`config.mk`:
```
export PLATFORM = sky130hd
export DESIGN_NAME = wnsm_cell
export DESIGN_NICKNAME = d
export VERILOG_FILES = /design/src/hdl/wnsm_pkg.sv /design/src/hdl/wnsm_cell.sv
export SDC_FILE = /design/constraint.sdc
export NUM_CORES = 1
export LEC_CHECK = 0
export BUFFER_PORTS_ARGS = -buffer_cell sky130_fd_sc_hd__buf_2
export CELL_PAD_IN_SITES_DETAIL_PLACEMENT = 0
export CELL_PAD_IN_SITES_GLOBAL_PLACEMENT = 1
export CORE_AREA = 3 3 186 188
export DETAILED_ROUTE_END_ITERATION = 8
export DIE_AREA = 0 0 189 191
export PLACE_DENSITY_LB_ADDON = 0.1
export SYNTH_ARGS = -nofsm -noshare
export SYNTH_HDL_FRONTEND = slang
export SYNTH_SLANG_ARGS = --single-unit
```
`constraint.sdc`:
```
create_clock -name aclk -period 14.3 [get_ports aclk]
set_clock_uncertainty 0.2 [all_clocks]
set_input_delay 2.145 -clock aclk [delete_from_list [all_inputs] [get_ports aclk]]
set_output_delay 2.145 -clock aclk [all_outputs]
set_load 0.005 [all_outputs]
```
`src/hdl/wnsm_pkg.sv`:
```
// Shared types and constants of the weighted node sort and merge block.
// Used by the product stage, the sort chain cells, the merge walker and the top level.
package wnsm_pkg;

    localparam int MAX_ENTRIES = 32;
    localparam int NODE_BITS   = 24;
    localparam int CNT_W       = $clog2(MAX_ENTRIES + 1);
    localparam int CFG_W       = 31;

    // Configuration register indexes.
    localparam logic REG_GRAD_EN  = 1'b0;
    localparam logic REG_DROP_THR = 1'b1;

    // One stored contribution after the products are formed.
    typedef struct packed {
        logic                 valid;
        logic [NODE_BITS-1:0] node;
        logic [30:0]          shape;
        logic signed [31:0]   gx;
        logic signed [31:0]   gy;
    } entry_t;

    // Chain commands; insert and shift are never issued together.
    typedef struct packed {
        logic insert;
        logic shift;
    } chain_ctrl_t;

    // One outgoing merged node.
    typedef struct packed {
        logic [23:0]        node;
        logic signed [37:0] shape;
        logic signed [40:0] gx;
        logic signed [40:0] gy;
        logic               valid;
        logic               last;
    } result_t;

endpackage

```
`src/hdl/wnsm_cell.sv`:
```
// One cell of the insertion sort chain: holds one entry, kept in ascending node order.
// Depends on wnsm_pkg for entry_t and chain_ctrl_t.
module wnsm_cell (
    input  logic                  aclk,
    input  logic                  aresetn,
    input  wnsm_pkg::chain_ctrl_t ctrl,
    input  wnsm_pkg::entry_t      new_ent,
    input  wnsm_pkg::entry_t      left_ent,
    input  logic                  left_take,
    input  wnsm_pkg::entry_t      right_ent,
    output wnsm_pkg::entry_t      ent,
    output logic                  take
);
    import wnsm_pkg::*;

    entry_t ent_reg;
    entry_t ent_next;

    // A cell yields its place when it is empty or holds a strictly larger node,
    // so equal nodes keep their arrival order.
    assign take = !ent_reg.valid || (ent_reg.node > new_ent.node);

    always_comb begin
        ent_next = ent_reg;
        if (ctrl.shift) begin
            ent_next = right_ent;
        end else if (ctrl.insert && take) begin
            ent_next = left_take ? left_ent : new_ent;
        end
    end

    always_ff @(posedge aclk) begin
        if (!aresetn) begin
            ent_reg.valid <= 1'b0;
        end else begin
            ent_reg <= ent_next;
        end
    end

    assign ent = ent_reg;

endmodule

```
Word-level counts from Yosys, hierarchy flattened
Index checks and enable logic that the tools add are counted.
W data, S select, Z words.
Operators by class
  multiplexer cells: 3
  reduce and logical (&&, ||, !) cells: 5
  $lt $le $gt $ge: 1
Operators by type and width (count)
  $mux W120: 3
  $gt A24 B24 Y1: 1
  $reduce_and A2 Y1: 1
  $reduce_bool A2 Y1: 1
  $logic_and A1 B1 Y1: 1
  $logic_not A1 Y1: 1
  $logic_or A1 B1 Y1: 1
Storage, ports and cells
  output and inout port bits: 121
  word-level logic and storage cells: 14
  input port bits: 365
  bits in registers: 120

Logic depth before layout (Yosys ltp)
  word-level depth: 5
  depth in mapped cells: 8
  gate-level depth less buffers: 8

Worst setup path before layout
OpenSTA, ideal clock, no wires.
  kind: input to register
  from: input new_ent[118] (netlist bit)
  to: register ent_reg (netlist bit ent[0]) (enable)
  library setup time: 761 ps
  path slack: 1848 ps
  cell stages on the path: 6
  data required time: 13339 ps
  data arrival time: 11491 ps
  buffers on the path: 0
  cells stage by stage: inv_1 ha_1 nand4_1 nor4_1 a21oi_2 o21ai_0
Between the ends
  cells in the longest elaborated chain, start to end: 5
Ends and longest elaborated chain
  start, declared: line wnsm_cell.sv:7  | input wnsm_pkg::entry_t new_ent,
  $gt A24 B24 Y1: line wnsm_cell.sv:21  | assign take = !ent_reg.valid || (ent_reg.node > new_ent.node);
  $logic_or A1 B1 Y1: line wnsm_cell.sv:21
  $logic_and A1 B1 Y1: line wnsm_cell.sv:27  | end else if (ctrl.insert && take) begin
  $reduce_bool A2 Y1 (no source line)
  $reduce_and A2 Y1 (no source line)
  end signal, assigned: line wnsm_cell.sv:36  | ent_reg <= ent_next;
  end, declared: line wnsm_cell.sv:16  | entry_t ent_reg;
No other way between the ends.
A chain may end at the register's enable or synchronous reset.

Worst setup path in the final report
  from: input new_ent[110] (netlist bit)
  to: output take
Between the ends
  cells in the longest elaborated chain, start to end: 2
Ends and longest elaborated chain
  $gt A24 B24 Y1: line wnsm_cell.sv:21
  $logic_or A1 B1 Y1: line wnsm_cell.sv:21
  end, declared: line wnsm_cell.sv:12  | output logic take
No other way between the ends.

==> impl_results.md <==
* Mapped Avg Cell Area at around 11 um^2
* Share of cells above drive strength 1 at 47.5%
* Post-route ant nets at 0
* CTS tree: built
* IO buf count at 485
* Worst r2r src: ent[118]
* Max reg flops at between 100 and 150
* Worst R2R Path Depth at 6
* Fin crit share at between 40% and 50%
* Final HPWL DP at ~21000 um
* Root Driver: clkbuf_16
* Detailed-route DRC error count at 0
* Ports at 486
* CTS Sinks at 120
* Vias in the first global route at around 6400
* Cell Pwr Density at around 100 nW/um^2
* Synth Warn # at 0
* Largest net degree at the start of global routing at between 100 and 150
* Postcts setup bufs at 0
* R2R setup slack at 10.65 ns
* Min-Delay Endpoint: ent[119]
* Initial Utilization at 20.1%
* Die height at about 190 um
* Startpoint Class: input port
* Crit path DAT at 4.04 ns
* Placer Congestion at about 0.75
* CTS Hold Bufs at 0
* Cell Count, Final, Fillers Out at between 1500 and 2000
* Initial antenna violation count at 3
* Distinct cells, synth at 28
* Clock slew at reported path FFs at approximately 0.050 ns
* Fmax achieved at 0.157 GHz
* Top_reg_cell synth: edfxtp_1
* CP peak stage delay at 0.51 ns
* Relative slew slack at 33.8%
* Number of instances in the placed design at 1511
* Final Setup Violations at 0
* Worst-path cell chain: buf_2 -> inv_1 -> ha_1 -> a41o_1 -> a21oi_1 -> nor3_1 -> or4_1 -> a21oi_2 -> o21ai_0 -> buf_2
* HP Class: reg2reg
* Post-Syn Area at 6670 um^2
* P&R area growth vs syn at 51.7%
* Net Count, Synth at roughly 1000
* Post-CTS sizing at 0
* Clock Tree Buf Depth at 2
* Max-Cap Viols at 0
* Clk Latency, worst-skew pair at between 0.4 and 0.5 ns
* Die width at 189 um
* Final setup TNS at 0 ns
* Crit. End Element: output pin
* Worst vdd ir at between 0.07 and 0.08 mV
* Post-DR wirelength/cell at 17.3 um
* CTS Buf Count at 17
* P_leak at slightly below 0.005 uW
* Slew Viols, Final at 0
* Die area at roughly 36000 um^2
* Hold Crit Start: ent[119]
* Crit Path Category: in2out
* Status: finished, final reports clean
* Required time of the worst setup path at ~12 ns
* Routed WL at ~27000 um
* Number of synthesized register bits at 120
* First-pass GRT wire length at 38300 um
* Row count at 67
* Hold Fails Final Rpt at 0
* Final #Nets at 1471
* Drt first pass iters at 4
* Vias at slightly above 6000
* Actual slew at the worst max-slew pin at between 0.9 and 1 ns
* Crit path max-delay cell type: or4_1
* Tmin final at around 6.4 ns
* R2R Path End: ent[35]
* Most frequent CP cell: buf_2
* GRT Util Overall at 14.2%
* Hold path cells at 3
* Sequential-to-total area share from yosys stat at roughly 54%
* CORE AREA at 33300 um^2
* H-tree depth at 4
* Mapped Cells at 614
* RSZ-0062 raised after global routing: no
* DR iter-0 viols at slightly below 200
* Vias/cell at approximately 4
* Asr flop ratio synth at 0%
* Total gr overflow at 0
* CP max FO at 3
* Post-synth EDFFs at 119
[where the power goes]
| part | leakage (uW) | total [uW] | switching [uW] | internal, uW |
|---|---|---|---|---|
| registers | 0.00117 | 442 | 9.65 | 432 |
| clock network | 0.000252 | 420 | 165 | 254 |
| logic | 0.00350 | 195 | 103 | 92.2 |
| total | 0.00492 | 1060 | 278 | 779 |
[cell type report]
type	instances	area (um^2)
fillers	3616	23200
flip-flops and latches	120	3590
multi-input cells	427	2830
repair buffers	490	2480
well taps	448	561
clock buffers	19	433
clock inverters	12	130
inverters	26	97.6
diodes	2	5.00
[cell usage in the layout, fill, tap and decap left out, types with 9 or more instances in the layout]
cell type,Yosys,routed
inv_1,26,26
o21ai_0,123,122
mux2i_1,120,120
nand2_1,123,123
clkbuf_16,0,17
a21oi_1,9,9
ha_1,24,24
buf_2,12,483
edfxtp_1,119,119
[metrics by stage]
step           hold slack (ns)  cell area [um^2]  utilization [%]  worst slack, ns  total power [uW]
2_1_floorplan            0.461              6670                -             1.85               543
3_5_place_dp             0.526              9550             28.7             7.91               651
5_1_grt                  0.560             10100             30.4             7.79              1120
6_report                 0.534             10100             30.4             7.91              1060
4_1_cts                  0.535             10100             30.4             7.90              1080
3_3_place_gp             0.534              9550             28.7             7.94               652
[synthesized netlist by cell type (2+ instances only)]
cell | number | area [um^2]
nand2_1 | 123 | 462
nand4_1 | 6 | 37.5
nand3_1 | 4 | 20.0
a21oi_1 | 9 | 45.0
ha_1 | 24 | 300
nor2_1 | 2 | 7.51
inv_1 | 26 | 97.6
edfxtp_1 | 119 | 3570
clkbuf_1 | 28 | 105
buf_2 | 12 | 60.1
mux2i_1 | 120 | 1200
o211ai_1 | 2 | 15.0
a21o_1 | 2 | 15.0
o21ai_0 | 123 | 616
[kinds of logic (layout without fill, tap and decap cells)]
logic type / Yosys count / count (layout) / share of synthesized area [%]
adders and majority gates: 24 / 24 / 4.50
buffers and inverters: 67 / 547 / 3.99
and+or+nand+nor: 140 / 140 / 8.36
AOI/OAI and AO/OA: 143 / 143 / 11.3
other: 0 / 2 / 0
DFF: 120 / 120 / 53.8
muxes: 120 / 120 / 18.0
[layer usage]
metal  share of wire, %  GRT usage (%)  up-vias
met5              0.049              0        -
met4                1.4           3.90        2
met2                 52           26.1      277
li1                   -              -     3180
met3                8.9           5.35       22
met1                 38           15.3     2727
[worst max-delay path, delay by kind of cell]
family	cells	cell delay, ns
AO/OA/AOI/OAI	4	0.74
adder cells (fa/ha/maj)	1	0.32
buffers and inverters	3	0.27
AND/OR/NAND/NOR	2	0.56
[worst max path at each step]
stage	start	endpoint	slack, ns	cells after the start
finish	new_ent[110]	take	7.91	10
global route	new_ent[110]	take	7.79	10
CTS	new_ent[110]	take	7.90	10
detailed placement	new_ent[110]	take	7.91	10
global placement	new_ent[110]	take	7.94	10
floorplan	new_ent[118]	ent[0]	1.85	6
(Power assumes the default switching activity.)
