### src/hdl/wnsm_pkg.sv
// Shared types and constants of the weighted node sort and merge block.
// Used by the product stage, the sort chain cells, the merge walker and the top level.
package wnsm_pkg;

    localparam int MAX_ENTRIES = 32;
    localparam int NODE_BITS   = 24;
    localparam int CNT_W       = $clog2(MAX_ENTRIES + 1);
    localparam int CFG_W       = 31;

    // Configuration register indexes.
    localparam logic REG_GRAD_EN  = 1'b0;
    localparam logic REG_DROP_THR = 1'b1;

    // One stored contribution after the products are formed.
    typedef struct packed {
        logic                 valid;
        logic [NODE_BITS-1:0] node;
        logic [30:0]          shape;
        logic signed [31:0]   gx;
        logic signed [31:0]   gy;
    } entry_t;

    // Chain commands; insert and shift are never issued together.
    typedef struct packed {
        logic insert;
        logic shift;
    } chain_ctrl_t;

    // One outgoing merged node.
    typedef struct packed {
        logic [23:0]        node;
        logic signed [37:0] shape;
        logic signed [40:0] gx;
        logic signed [40:0] gy;
        logic               valid;
        logic               last;
    } result_t;

endpackage

### src/hdl/wnsm_merge.sv
// Merge walker: pops the sorted chain head, sums equal nodes, applies the threshold
// and drives the result register. Depends on wnsm_pkg for entry_t and result_t.
module wnsm_merge (
    input  logic                 aclk,
    input  logic                 aresetn,
    input  logic                 start,
    input  wnsm_pkg::entry_t     head,
    input  logic [30:0]          thr,
    input  logic                 grad_en,
    input  logic                 m_tready,
    output logic                 shift,
    output logic                 done,
    output logic                 m_tvalid,
    output wnsm_pkg::result_t    m_res
);
    import wnsm_pkg::*;

    localparam logic [1:0] ST_IDLE  = 2'd0;
    localparam logic [1:0] ST_WALK  = 2'd1;
    localparam logic [1:0] ST_FINAL = 2'd2;

    logic [1:0]           st_reg, st_next;
    logic                 acc_vld_reg, acc_vld_next;
    logic [NODE_BITS-1:0] acc_node_reg, acc_node_next;
    logic signed [37:0]   acc_shape_reg, acc_shape_next;
    logic signed [40:0]   acc_gx_reg, acc_gx_next;
    logic signed [40:0]   acc_gy_reg, acc_gy_next;
    logic                 pend_vld_reg, pend_vld_next;
    result_t              pend_reg, pend_next;
    logic                 out_vld_reg, out_vld_next;
    result_t              out_reg, out_next;

    logic                 same;
    logic                 survivor;
    logic                 out_free;
    logic                 out_load;
    result_t              acc_res;

    function automatic logic signed [37:0] add_shape(input logic signed [37:0] a,
                                                     input logic [30:0] b);
        logic signed [38:0] s;
        s = {a[37], a} + $signed({8'b0, b});
        if (s[38] != s[37]) begin
            return s[38] ? {1'b1, 37'b0} : {1'b0, {37{1'b1}}};
        end
        return s[37:0];
    endfunction

    function automatic logic signed [40:0] add_grad(input logic signed [40:0] a,
                                                    input logic signed [31:0] b);
        logic signed [41:0] s;
        s = {a[40], a} + {{10{b[31]}}, b};
        if (s[41] != s[40]) begin
            return s[41] ? {1'b1, 40'b0} : {1'b0, {40{1'b1}}};
        end
        return s[40:0];
    endfunction

    assign same     = head.valid && acc_vld_reg && (head.node == acc_node_reg);
    assign survivor = acc_vld_reg && (acc_shape_reg > $signed({7'b0, thr}));
    assign out_free = !out_vld_reg || m_tready;

    always_comb begin
        acc_res.node  = 24'(acc_node_reg);
        acc_res.shape = acc_shape_reg;
        acc_res.gx    = grad_en ? acc_gx_reg : '0;
        acc_res.gy    = grad_en ? acc_gy_reg : '0;
        acc_res.valid = 1'b1;
        acc_res.last  = 1'b0;
    end

    always_comb begin
        st_next        = st_reg;
        acc_vld_next   = acc_vld_reg;
        acc_node_next  = acc_node_reg;
        acc_shape_next = acc_shape_reg;
        acc_gx_next    = acc_gx_reg;
        acc_gy_next    = acc_gy_reg;
        pend_vld_next  = pend_vld_reg;
        pend_next      = pend_reg;
        out_load       = 1'b0;
        out_next       = pend_reg;
        shift          = 1'b0;
        done           = 1'b0;
        unique case (st_reg)
            ST_IDLE: begin
                if (start) begin
                    st_next = ST_WALK;
                end
            end
            ST_WALK: begin
                // Closing a surviving node pushes the one before it out, so the
                // walk waits only when that push meets a full result register.
                if (!(survivor && pend_vld_reg && !same) || out_free) begin
                    if (same) begin
                        acc_shape_next = add_shape(acc_shape_reg, head.shape);
                        acc_gx_next    = add_grad(acc_gx_reg, head.gx);
                        acc_gy_next    = add_grad(acc_gy_reg, head.gy);
                        shift          = 1'b1;
                    end else begin
                        if (survivor) begin
                            pend_next     = acc_res;
                            pend_vld_next = 1'b1;
                            if (pend_vld_reg) begin
                                out_load = 1'b1;
                            end
                        end
                        if (head.valid) begin
                            acc_vld_next   = 1'b1;
                            acc_node_next  = head.node;
                            acc_shape_next = {7'b0, head.shape};
                            acc_gx_next    = {{9{head.gx[31]}}, head.gx};
                            acc_gy_next    = {{9{head.gy[31]}}, head.gy};
                            shift          = 1'b1;
                        end else begin
                            acc_vld_next = 1'b0;
                            st_next      = ST_FINAL;
                        end
                    end
                end
            end
            ST_FINAL: begin
                if (out_free) begin
                    out_load = 1'b1;
                    if (pend_vld_reg) begin
                        out_next      = pend_reg;
                        out_next.last = 1'b1;
                    end else begin
                        out_next      = '0;
                        out_next.last = 1'b1;
                    end
                    pend_vld_next = 1'b0;
                    st_next       = ST_IDLE;
                    done          = 1'b1;
                end
            end
            default: begin
                st_next = ST_IDLE;
            end
        endcase
        out_vld_next = out_load || (out_vld_reg && !m_tready);
    end

    always_ff @(posedge aclk) begin
        if (!aresetn) begin
            st_reg       <= ST_IDLE;
            acc_vld_reg  <= 1'b0;
            pend_vld_reg <= 1'b0;
            out_vld_reg  <= 1'b0;
        end else begin
            st_reg       <= st_next;
            acc_vld_reg  <= acc_vld_next;
            pend_vld_reg <= pend_vld_next;
            out_vld_reg  <= out_vld_next;
        end
        acc_node_reg  <= acc_node_next;
        acc_shape_reg <= acc_shape_next;
        acc_gx_reg    <= acc_gx_next;
        acc_gy_reg    <= acc_gy_next;
        pend_reg      <= pend_next;
        if (out_load) begin
            out_reg <= out_next;
        end
    end

    assign m_tvalid = out_vld_reg;
    assign m_res    = out_reg;

endmodule

### config.mk
export PLATFORM = sky130hd
export DESIGN_NAME = wnsm_merge
export DESIGN_NICKNAME = d
export VERILOG_FILES = /design/src/hdl/wnsm_pkg.sv /design/src/hdl/wnsm_merge.sv
export SDC_FILE = /design/constraint.sdc
export NUM_CORES = 1
export LEC_CHECK = 0
export BUFFER_PORTS_ARGS = -buffer_cell sky130_fd_sc_hd__buf_2
export CAP_MARGIN = 10
export CORE_MARGIN = 2
export CORE_UTILIZATION = 53
export DETAILED_ROUTE_END_ITERATION = 10
export HOLD_SLACK_MARGIN = 0.03
export PLACE_DENSITY = 0.77
export SLEW_MARGIN = 10
export SYNTH_ARGS = -nofsm -noshare
export SYNTH_HDL_FRONTEND = slang
export SYNTH_SLANG_ARGS = --single-unit
### constraint.sdc
create_clock -name aclk -period 13.2 [get_ports aclk]
set_input_delay 1.32 -clock aclk [delete_from_list [all_inputs] [get_ports aclk]]
set_output_delay 1.32 -clock aclk [all_outputs]
set_load 0.03 [all_outputs]
After elaboration in Yosys (flattened, before gate mapping) --
Cells that the tools add are included.
Cells by class: add/sub/neg operators 3, order comparisons 1, equality and inequality tests 12, mux-type cells 52, bitwise logic cells 1, reductions and logical operators 23
Operators by type and width (count):
- 146-bit two-way mux | 3
- 41-bit two-way mux | 10
- 38-bit two-way mux | 5
- 41-bit by 32-bit adder with 42-bit output | 2
- 38-bit by 32-bit adder with 39-bit output | 1
- 38-bit by 32-bit > comparator with 1-bit output | 1
- 1-bit two-way mux | 26
- 24-bit equality test | 1
- 2-bit != test (second input constant) | 6
- 2-bit two-way mux | 5
- 5-bit AND reduction | 2
- 4-bit AND reduction | 2
- 1-bit logical AND | 6
- 2-bit case mux with 3 select lines | 1
- 3-bit AND reduction | 2
- 1-bit zero test | 4
- 1-bit case mux with 2 select lines | 2
- 2-bit nonzero test | 2
- 1-bit logical OR | 3
- 1-bit != test | 3
- 2-bit by 1-bit equality test with 1-bit output (second input constant) | 1
- 2-bit equality test (second input constant) | 1
- 2-bit zero test | 1
- 2-bit AND reduction | 1
- 1-bit inverter | 1
Word-level totals: flip-flop bits (word level) 439, input bits 156

Depth between registers and ports, before layout --
Gate-level depths: netlist of the first run.
depth after elaboration 10, gate-level depth with buffers 15, depth with buffers taken out 13

Worst setup path after synthesis of the first run --
No wires, ideal clock.
kind input to register, from input port thr[29], to register out_reg, in the netlist m_res[0], enable pin, library setup time 0.831 ns, arrival 12.573 ns, required time 12.369 ns, slack -0.203 ns, stages on the path 10, path buffers 0, cell sequence inv_1 > ha_1 > nand4_1 > nor3_1 > nand4b_1 > a31oi_1 > a2111oi_0 > o22ai_1 > a31oi_1 > nor3_1
Between the ends: cells in the longest elaborated chain, start to end 8, elaborated cells between the ends (all ways) 10
RTL lines:
- from (decl) | line wnsm_merge.sv:8 | input logic [30:0] thr,
- 38-bit by 32-bit > comparator with 1-bit output (*) | line wnsm_merge.sv:60 | assign survivor = acc_vld_reg && (acc_shape_reg > $signed({7'b0, thr}));
- 1-bit logical AND (*) | line wnsm_merge.sv:60
- 1-bit logical AND (2 in a row) | line wnsm_merge.sv:94 | if (!(survivor && pend_vld_reg && !same) || out_free) begin
- 1-bit zero test | line wnsm_merge.sv:94
- 1-bit logical OR | line wnsm_merge.sv:94
- 1-bit two-way mux (*) | line wnsm_merge.sv:94
- 1-bit case mux with 2 select lines (*) | line wnsm_merge.sv:85 | unique case (st_reg)
- via out_load | line wnsm_merge.sv:36 | logic out_load;
- to (signal assigned) | line wnsm_merge.sv:162 | out_reg <= out_next;
- to (decl) | line wnsm_merge.sv:31 | result_t out_reg, out_next;
The timed path passes the listed nets; every way through them passes the cells marked *. A chain may end at the register's enable or synchronous reset.

Worst setup path after layout of the first run --
from input port head[65] (netlist name), to register acc_shape_reg[17], data pin
Between the ends: cells in the longest elaborated chain, start to end 8, elaborated cells between the ends (all ways) 10
RTL lines:
- from (decl) | line wnsm_merge.sv:7 | input wnsm_pkg::entry_t head,
- 38-bit by 32-bit adder with 39-bit output (*) | line wnsm_merge.sv:42 | s = {a[37], a} + $signed({8'b0, b});
- 1-bit != test | line wnsm_merge.sv:43 | if (s[38] != s[37]) begin
- 1-bit two-way mux | line wnsm_merge.sv:43
- 1-bit two-way mux | line wnsm_merge.sv:95 | if (same) begin
- 1-bit two-way mux | line wnsm_merge.sv:94
- 1-bit two-way mux | line wnsm_merge.sv:85
- 38-bit two-way mux (*) | line wnsm_merge.sv:46 | return s[37:0];
- 38-bit two-way mux (*) | line wnsm_merge.sv:95
- to (signal assigned) | line wnsm_merge.sv:157 | acc_shape_reg <= acc_shape_next;
- to (decl) | line wnsm_merge.sv:25 | logic signed [37:0] acc_shape_reg, acc_shape_next;
Mark *: on every way between the ends. The rest lies on a longest branch, timed or not. The select of a mux whose other input is x is not followed.

==> results of run 1 <==
==> worst max-delay path, stage by stage <==
cell,delay (ns)
buf_2,0.11
ha_1,0.30
a211oi_1,0.25
o21bai_1,0.17
a2111oi_0,0.66
o31ai_1,0.27
a211oi_1,0.36
or2_2,0.21
nor2_1,0.05
o211ai_2,0.88
nand2_1,0.77
o22a_1,0.38
==> kinds of logic (layout without fill, tap and decap cells) <==
| family | after synthesis | count (layout) | synth area share, % |
|---|---|---|---|
| DFF | 439 | 439 | 55.4 |
| adders and majority gates | 151 | 151 | 8.05 |
| AOI/OAI and AO/OA | 508 | 508 | 13.9 |
| and+or+nand+nor | 708 | 708 | 15.4 |
| xor gates and xnor gates | 124 | 124 | 4.58 |
| muxes | 3 | 3 | 0.185 |
| other | 0 | 2 | 0 |
| buffers and inverters | 151 | 480 | 2.57 |
==> cell usage after synthesis, drive strengths merged, types with 4 or more instances <==
library cell / instances / area share, %
nand3: 31 / 0.65
xnor2: 80 / 3.0
a31oi: 26 / 0.69
ha: 147 / 7.8
a211oi: 18 / 0.61
o31a: 5 / 0.18
and2: 237 / 6.3
o22a: 16 / 0.59
nand3b: 4 / 0.13
nand4: 24 / 0.63
and3: 10 / 0.26
nand2b: 20 / 0.53
or2: 5 / 0.13
o2111ai: 5 / 0.18
a21o: 61 / 1.9
buf: 17 / 0.44
o21ai: 135 / 3.0
nand2: 156 / 2.5
o21bai: 16 / 0.51
nor2: 146 / 2.3
o22ai: 8 / 0.21
o2111a: 4 / 0.19
a21oi: 137 / 2.9
or3: 7 / 0.18
nor2b: 17 / 0.45
edfxtp: 434 / 55
o211ai: 11 / 0.37
nor4: 11 / 0.32
inv: 75 / 1.2
and4: 6 / 0.22
a2111oi: 7 / 0.28
o21a: 13 / 0.41
xor2: 44 / 1.6
dfxtp: 5 / 0.42
nor3: 25 / 0.53
clkbuf: 59 / 0.94
a21boi: 6 / 0.19
o31ai: 11 / 0.35
==> stage by stage <==
| stage | instances | total power [mW] | worst slack (ns) | util, % | hold slack (ns) |
|---|---|---|---|---|---|
| 2_1_floorplan | 2084 | 1.98 | 3.46 | - | 0.424 |
| 3_3_place_gp | 2918 | 2.09 | 7.49 | 58.3 | 0.453 |
| 3_5_place_dp | 2918 | 2.10 | 7.24 | 58.3 | 0.458 |
| 4_1_cts | 3005 | 3.43 | 7.84 | 61.8 | 0.474 |
| 5_1_grt | 3005 | 3.55 | 7.56 | 61.8 | 0.485 |
| 6_report | 3007 | 3.41 | 7.78 | 61.9 | 0.472 |
==> how the worst max path moves through the flow <==
stage / depth (start not counted) / slack (ns) / end
finish: 12 / 7.78 / acc_shape_reg[17]
floorplan: 10 / 3.46 / shift
detailed placement: 12 / 7.24 / acc_shape_reg[10]
global placement: 12 / 7.49 / acc_shape_reg[0]
global route: 12 / 7.56 / acc_shape_reg[22]
CTS: 12 / 7.84 / shift
==> report_power, final <==
group          internal, mW  switching, mW
Combinational         0.194          0.295
Clock                 0.759          0.568
Sequential             1.57         0.0193
==> per-layer routing <==
layer	GRT usage, %	share of wire (%)	wire length [µm]	up-vias
met3	4.28	6.6	3780	87
li1	-	-	-	8225
met5	0	0.035	20	-
met2	40.9	47	27000	601
met1	33.6	44	25400	8303
met4	6.71	2.2	1240	4
==> final cells by class <==
class / instances / share of cell area, %
Tap cell: 592 / 2.71
Clock inverter: 32 / 1.24
Inverter: 75 / 1.03
Multi-Input combinational cell: 1494 / 36.6
Antenna cell: 2 / 0.0183
Sequential cell: 439 / 48.0
Clock buffer: 55 / 4.41
Timing Repair Buffer: 318 / 5.95
==> reports/qor.csv, run 1 <==
metric,value,unit
run_status,"complete, no violations",
ant_nets,0,
cellPowerDensity,125,mW/mm²
worst-endpoint-required,13.54,ns
start_kind,input port,
fillerInstances,3506,
vias,17200,
dieArea,0.0465,mm²
p_leak,10.7,nW
core-area,0.0442,mm²
finalSetupTns,0,ns
place_area,0.0258,mm²
holdPathStages,0,
holdBufCountCts,0,
async_flop_share,0,%
r2r-end,acc_shape_reg[17],
hp-class,reg2reg,
synth_area,0.0237,mm²
report.final.slew_viol_count,0,
die_width,216,µm
cts_buffers,47,
final_cell_mix,"edfxtp_1, buf_2, and2_1, nand2_1, ha_1",
finalSetupViolCount,0,
relSlewSlack,22.2,%
antenna_found_initial,3,
yosys_register_bits,439,
min_from,acc_node_reg[6],
regArea,0.0131,mm²
cts_tree,done,
clkLatencyLatePin,0.60,ns
grt_max_degree,107,
dp_hpwl,40300,µm
post-route-cell-area,0.0274,mm²
cts-htree-levels,2,
endpoint_kind,register,
totalWireLength,57400,µm
r2r-start,acc_shape_reg[1],
clock-sinks,439,
remaining_drc_errors,0,
startpoint,head[65],
initial_core_util,53.6,%
fin_crit_sh,41.0,%
post-cts-setup-buffers,0,
gp_congestion,0.968,
wl_per_cell,19.1,µm
io_pins,305,
worstSetupPathType,in2reg,
syn_inst,2084,
final_layout_size_suffix_gt1_share,17.6,%
reg2regPathDepth,11,
syn-num-nets,2390,
largest_reg_flops,146,
hold_violations,0,
die_height,216,µm
clock_path_buffers,3,
grt_overflow,0,
fmax,185,MHz
area_growth,15.3,%
grt_pass1_wl,91100,µm
ctsRootBufferMaster,clkbuf_16,
worstMarginPinSlew,1.17,ns
syn_avg_cell_area,11.4,µm²
first_global_vias,17000,
layout_commonest_cell,edfxtp_1,
cap_violations,0,
yosysWarnings,0,
ir_worst_vdd,0.0946,mV
drt-vias-per-instance,5.73,
track_usage,24.6,%
crit_fanout,21,
grt_setup_unrepaired,no,
finalClockSkew,0.0159,ns
arrival,5.76,ns
final_nets,2681,
clkTransAtPathRegs,0.06,ns
numPortBuffers,304,
synth.distinct_cells,79,
drt-pass1-iter-count,5,
layout_min_cycle_time,5.42,ns
ys_seq_area_share,55.4,%
synth_flop_cell,edfxtp_1,
synth_edf_count,434,
r2r_slack,8.09,ns
min_to,pend_reg[128],
drtIter0Drc,1320,
num_rows,77,
multi_input_area,0.0100,mm²
postCtsResizedCells,0,
No activity file was read; power rests on OpenSTA's default activity.
==> run 2: changes to the inputs <==
--- a/config.mk
+++ b/config.mk
@@ -5,13 +5,14 @@
 export SDC_FILE = /design/constraint.sdc
 export NUM_CORES = 1
 export LEC_CHECK = 0
+export ABC_AREA = 1
 export BUFFER_PORTS_ARGS = -buffer_cell sky130_fd_sc_hd__buf_2
 export CAP_MARGIN = 10
 export CORE_MARGIN = 2
-export CORE_UTILIZATION = 53
+export CORE_UTILIZATION = 54
 export DETAILED_ROUTE_END_ITERATION = 10
 export HOLD_SLACK_MARGIN = 0.03
-export PLACE_DENSITY = 0.77
+export PLACE_DENSITY = 0.78
 export SLEW_MARGIN = 10
 export SYNTH_ARGS = -nofsm -noshare
 export SYNTH_HDL_FRONTEND = slang
==> constraint.sdc (replaced) <==
create_clock -name aclk -period 4.55 [get_ports aclk]
set_input_delay 0.455 -clock aclk [delete_from_list [all_inputs] [get_ports aclk]]
set_output_delay 0.455 -clock aclk [all_outputs]
set_load 0.03 [all_outputs]
==> run 2 against run 1 <==
  * Clock power rose to 3.0 times the previous value
  * Synthesized cell count up 50%
  * Die area up 9.1%
  * Sequential power rose to 3.4 times the previous value
  * Sequential share of layout area down 4.6 points
  * Critical path depth unchanged
  * Final cell count up 37%
  * Area after synthesis up 11%
  * Largest power group unchanged
  * Utilization up 0.36 points
  * Clock skew up 0.013 ns
  * Hold slack worse by 0.40 ns
==> reports/qor.csv, run 2 <==
metric,value,unit,change
die_height,225,µm,+4.4%
endpoint_kind,output pin,,
relSlewSlack,26.2,%,+4.0 points
finalClockSkew,0.0285,ns,+0.0126 ns
post-cts-setup-buffers,0,,unchanged
cp.depth,12,,unchanged
run_status,"complete, no violations",,
fin_crit_sh,78.5,%,
power.share.clock,29.6,%,-9.3 points
core-area,0.0486,mm²,+10%
yosys.area.top_type,edfxtp_1,,
grt_pass1_wl,107000,µm,+17%
postCtsResizedCells,0,,unchanged
largest_reg_flops,146,,unchanged
layout_commonest_cell,nand2_1,,
worstPathCellList,"ha_1, nand2_1, nor2_1, nand4_1, nor2_1, nand3_1, nand3_1, and2_1, nand3_1, nor2_1, nor2_4, buf_2",,
crit_fanout,5,,-76%
cts-htree-levels,2,,unchanged
initial_core_util,54.3,%,+0.64 points
grt_setup_unrepaired,no,,
fin_cells,4107,,+37%
whs,0.0723,ns,-0.399 ns
ys_top_cells_by_area,"edfxtp_1, nand2_1, inv_1",,
cap_violations,0,,unchanged
start_kind,register,,
syn-num-nets,3431,,+44%
num_rows,81,,+5.2%
first_global_vias,20800,,+22%
hold_violations,0,,unchanged
yosys_register_bits,439,,unchanged
final_layout_size_suffix_gt1_share,14.0,%,-3.6 points
remaining_drc_errors,0,,unchanged
slowest_delay,0.44,ns,-0.44 ns
worstSetupPathType,reg2out,,
async_flop_share,0,%,unchanged
cts_tree,done,,
numPortBuffers,304,,unchanged
dp_hpwl,50200,µm,+25%
startpoint,acc_shape_reg[19],,
grt_overflow,0,,unchanged
grt_max_degree,111,,+3.7%
vias,21300,,+24%
critPathSlowestCell,edfxtp_1,,
cellPowerDensity,450,mW/mm²,+260%
p_sw_share,35.1,%,+9.3 points
yosysWarnings,0,,unchanged
fmax,280,MHz,
syn_avg_cell_area,8.45,µm²,-26%
p_comb_share,30.6,%,+16 points
arrival,3.12,ns,-2.64 ns
synth.distinct_cells,50,,-37%
track_usage,26.4,%,+1.7 points
dp_cells,4016,,+38%
seqPwrFrac,39.8,%,-6.9 points
dieArea,0.0507,mm²,+9.1%
yosysMostFrequentCell,nand2_1,,
r2r-end,acc_shape_reg[3],,
finalSetupTns,0,ns,unchanged
final_nets,3749,,+40%
worst-endpoint-required,4.09,ns,-9.45 ns
endpoint,shift,,
syn_inst,3125,,+50%
synth_flop_cell,edfxtp_1,,
io_pins,305,,unchanged
ys_seq_area_share,49.7,%,-5.6 points
finalSetupViolCount,0,,unchanged
holdBufCountCts,0,,unchanged
r2r_slack,1.16,ns,-6.93 ns
final_cell_mix,"nand2_1, inv_1, edfxtp_1, nor2_1, buf_2",,
area_growth,14.6,%,
synth_area,0.0264,mm²,+11%
synth_edf_count,434,,unchanged
reg2regPathDepth,15,,+4
gp_congestion,0.999,,+3.2%
power.internal,8.82,mW,+250%
worstMarginPinSlew,1.10,ns,-0.0623 ns
ant_nets,0,,unchanged
cts_buffers,47,,unchanged
clkTransAtPathRegs,0.06,ns,about the same
clock-sinks,439,,unchanged
hp-class,in2reg,,
path_delay_family,simple AND/OR/NAND/NOR gates,,
synth_top_area_share,49.4,%,-5.6 points
ir_worst_vdd,0.334,mV,+250%
p_leak,14.5,nW,+35%
drt-pass1-iter-count,5,,unchanged
r2r-start,acc_shape_reg[0],,
synth_common_cells,"nand2_1, inv_1, edfxtp_1, nor2_1, a21oi_1",,
ctsRootBufferMaster,clkbuf_16,,
layout_min_cycle_time,3.57,ns,
report.final.slew_viol_count,0,,unchanged
totalWireLength,66100,µm,+15%
drt-vias-per-instance,5.18,,-9.6%
crit_buf_inv,1,,unchanged
antenna_found_initial,4,,+1
wl_per_cell,16.1,µm,-16%
drtIter0Drc,1663,,+26%
die_width,225,µm,+4.4%
clock_path_buffers,3,,unchanged
clkLatencyLatePin,0.61,ns,about the same
switching_power,4.78,mW,+440%
[run 2: cells by family after synthesis]
kind of cell	count (synthesis)	share of synthesized area, %
AOI/OAI and AO/OA	412	8.72
xor gates and xnor gates	104	3.45
adders and majority gates	150	7.19
buffers and inverters	637	9.44
DFF	439	49.7
and+or+nand+nor	1383	21.5
[run 2: worst min path at each step]
stage                                 start               end  slack, ns  cells after the start
after floorplan           acc_shape_reg[31]     pend_reg[115]       0.42                      0
after global placement     acc_node_reg[18]     pend_reg[140]       0.43                      0
after detailed placement    acc_node_reg[9]     pend_reg[131]       0.46                      0
after CTS                         head[113]  acc_node_reg[18]       0.04                      1
after global routing              head[108]  acc_node_reg[13]       0.05                      1
final                             head[106]  acc_node_reg[11]       0.07                      1
[run 2: area by class of cell]
| class | instances | area, µm² |
|---|---|---|
| Clock inverter | 30 | 362 |
| Fill cell | 4195 | 18400 |
| Antenna cell | 3 | 7.51 |
| Multi-Input combinational cell | 2049 | 10800 |
| Tap cell | 622 | 778 |
| Inverter | 581 | 2180 |
| Sequential cell | 439 | 13100 |
| Timing Repair Buffer | 325 | 1720 |
| Clock buffer | 58 | 1270 |
[run 2: power groups by stage]
stage          clock [mW]  sequential (mW)  combinational (mW)
6_report             4.02             5.42                4.17
5_1_grt              4.22             5.46                4.69
4_1_cts              4.08             5.42                4.16
3_5_place_dp            0             5.50                4.13
3_3_place_gp            0             5.49                4.08
2_1_floorplan           0             5.85                2.64
[run 2: routing by layer]
metal	global-route usage (%)	vias to the layer above	share of wire (%)
met1	35.8	9834	46
met3	3.69	94	5.4
met2	44.8	564	47
met5	0	-	0.041
li1	-	10800	-
met4	6.34	4	1.9
[run 2: metrics by stage]
step | util (%) | instance area [µm²] | power [mW] | setup WS [ns]
after floorplan | - | 26400 | 8.48 | 0.265
after global placement | 58.9 | 28600 | 9.57 | 1.14
after detailed placement | 58.9 | 28600 | 9.63 | 1.02
after CTS | 62.2 | 30300 | 13.7 | 0.936
after global routing | 62.2 | 30300 | 14.4 | 0.788
final | 62.2 | 30300 | 13.6 | 0.976
==> run 3: changes to the inputs <==
==> constraint.sdc (replaced) <==
create_clock -name aclk -period 3.22 [get_ports aclk]
set_input_delay 0.322 -clock aclk [delete_from_list [all_inputs] [get_ports aclk]]
set_output_delay 0.322 -clock aclk [all_outputs]
set_load 0.03 [all_outputs]
==> run 3 against run 2 <==
  * Largest power group unchanged
  * Die area unchanged
  * Utilization up 1.9 points
  * Clock-buffer cell count up 1
  * Global-route usage up 1.0 points
  * Flip-flop and latch count unchanged
  * Via count up 2.7%
  * Power up 44%
  * Critical path depth up 1
  * Clock power up 40%
  * Critical endpoint unchanged
  * Final cell count up 1.7%
  * Setup slack worse by 0.92 ns
  * Combinational power up 52%
==> reports/qor.csv, run 3 (synthesis gave the netlist of run 2 again) <==
metric,value,unit,change
die_height,225,µm,unchanged
relSlewSlack,48.4,%,+22 points
wl_per_cell,16.7,µm,+3.5%
totalWireLength,69600,µm,+5.3%
initial_core_util,54.3,%,unchanged
crit_fanout,3,,-2
die_width,225,µm,unchanged
switching_power,6.91,mW,+44%
cts_tree,done,,
finalSetupViolCount,0,,unchanged
hp-class,in2reg,,
grt_pass1_wl,109000,µm,+2.3%
drt-pass1-iter-count,5,,unchanged
endpoint_kind,output pin,,
core-area,0.0486,mm²,unchanged
drtIter0Drc,1684,,+1.3%
finalSetupTns,0,ns,unchanged
report.final.slew_viol_count,0,,unchanged
finalClockSkew,0.0252,ns,-0.00330 ns
place_ws,0.255,ns,-0.766 ns
ant_nets,0,,unchanged
vias,21800,,+2.7%
layout_commonest_cell,nand2_1,,
track_usage,27.4,%,+1.0 points
worstSetupPathType,reg2out,,
start_kind,register,,
power.internal,12.7,mW,+44%
dp_hpwl,52500,µm,+4.6%
fin_crit_sh,98.1,%,
grt_setup_unrepaired,yes,,
final_layout_size_suffix_gt1_share,15.6,%,+1.7 points
largest_reg_flops,146,,unchanged
cap_violations,0,,unchanged
cts-htree-levels,2,,unchanged
worst-endpoint-required,2.90,ns,-1.19 ns
cts_buffers,46,,-2.1%
area_growth,18.1,%,
remaining_drc_errors,0,,unchanged
fillerInstances,4128,,-1.6%
p_comb_share,32.3,%,+1.7 points
clock-sinks,439,,unchanged
drt-vias-per-instance,5.23,,+0.93%
grt_max_degree,64,,-42%
cellPowerDensity,629,mW/mm²,+40%
worst_slack,0.0604,ns,-0.916 ns
run_status,"complete, no violations",,
first_global_vias,21300,,+2.4%
gp_congestion,0.992,,-0.66%
r2r_slack,0.23,ns,-0.93 ns
num_rows,81,,unchanged
ir_worst_vdd,0.576,mV,+72%
power.share.clock,28.7,%,-0.9 points
layout_min_cycle_time,3.16,ns,
grt_overflow,0,,unchanged
final_cell_mix,"nand2_1, inv_1, edfxtp_1, buf_2, nor2_1",,
p_sw_share,35.2,%,+0.092 points
clock_path_buffers,3,,unchanged
fmax,316,MHz,
numPortBuffers,304,,unchanged
worstMarginPinSlew,0.771,ns,-0.333 ns
seqPwrFrac,38.9,%,-0.9 points
hold_violations,0,,unchanged
antenna_found_initial,4,,unchanged
clkTransAtPathRegs,0.06,ns,about the same
dieArea,0.0507,mm²,unchanged
ctsRootBufferMaster,clkbuf_16,,
io_pins,305,,unchanged
clkLatencyLatePin,0.60,ns,about the same
p_leak,14.9,nW,+2.7%
arrival,2.84,ns,-0.28 ns
final_nets,3823,,+2.0%
-- run 3: cell count changes in the layout (fill, tap and decap cells not counted), moves of 4 or more --
cell           delta
buf_12           +11
dlygate4sd3_1    +29
clkinv_1          -6
nor2_4            +4
nor2_2            +4
buf_4            +34
nor2_1            -8
nand2_2           +6
nand2_1           -7
-- run 3: through the flow --
stage / power [mW] / util [%] / hold WS (ns) / std cells / cell area (µm²)
floorplan: 12.0 / - / 0.421 / 3125 / 26400
global placement: 13.8 / 59.6 / 0.431 / 4044 / 29000
detailed placement: 13.8 / 59.6 / 0.438 / 4044 / 29000
CTS: 19.6 / 63.9 / 0.0323 / 4170 / 31100
global route: 20.7 / 64.1 / 0.0484 / 4177 / 31200
finish: 19.6 / 64.1 / 0.0585 / 4177 / 31200
-- run 3: cell type report --
| class | count | area [µm²] | share of cell area (%) |
|---|---|---|---|
| clock buffers | 59 | 1260 | 4.04 |
| clock inverters | 25 | 343 | 1.10 |
| multi-input cells | 2049 | 10900 | 35.1 |
| inverters | 581 | 2180 | 7.01 |
| repair buffers | 400 | 2520 | 8.10 |
| well taps | 622 | 778 | 2.50 |
| diodes | 2 | 5.00 | 0.0161 |
| flip-flops and latches | 439 | 13100 | 42.1 |
-- run 3: routing by layer --
metal	part of all wire [%]	global-route usage, %
met1	43	36.4
met2	48	46.0
met3	5.8	4.02
met4	3.1	9.23
met5	0.043	0
-- run 3: final timing paths --
check                    from           endpoint  cells past startpoint
max          acc_shape_reg[4]              shift                     13
min                  head[33]      acc_gx_reg[1]                      3
max reg2reg  acc_shape_reg[0]  acc_shape_reg[12]                     16
min reg2reg  acc_node_reg[18]      pend_reg[140]                      0
-- run 3: power by group through the flow --
stage,sequential (mW),combinational [mW],clock (mW)
4_1_cts,7.63,6.28,5.72
5_1_grt,7.70,7.05,5.92
3_5_place_dp,7.75,6.10,0
2_1_floorplan,8.26,3.73,0
3_3_place_gp,7.74,6.02,0
6_report,7.64,6.33,5.63
-- run 3: timing repair --
action                                  CTS  global route
cloned                                    1             0
hold buffers                             29             0
buffers inserted                         12             6
endpoints found under the setup margin    1             9
gates resized for setup                  14            14
pin swaps                                 9             8
endpoints found under the hold margin    32             0
-- run 3: critical path, stage by stage (launching register included) --
cell and delay [ns]:
edfxtp_1 0.50, ha_1 0.32, nand2_1 0.08, nor2_1 0.14
o21ai_0 0.10, o211ai_1 0.15, nand3_2 0.13, nand3_2 0.12
and2_4 0.17, nand3_4 0.07, nor2_4 0.12, nor2_4 0.05
buf_12 0.14, buf_8 0.13
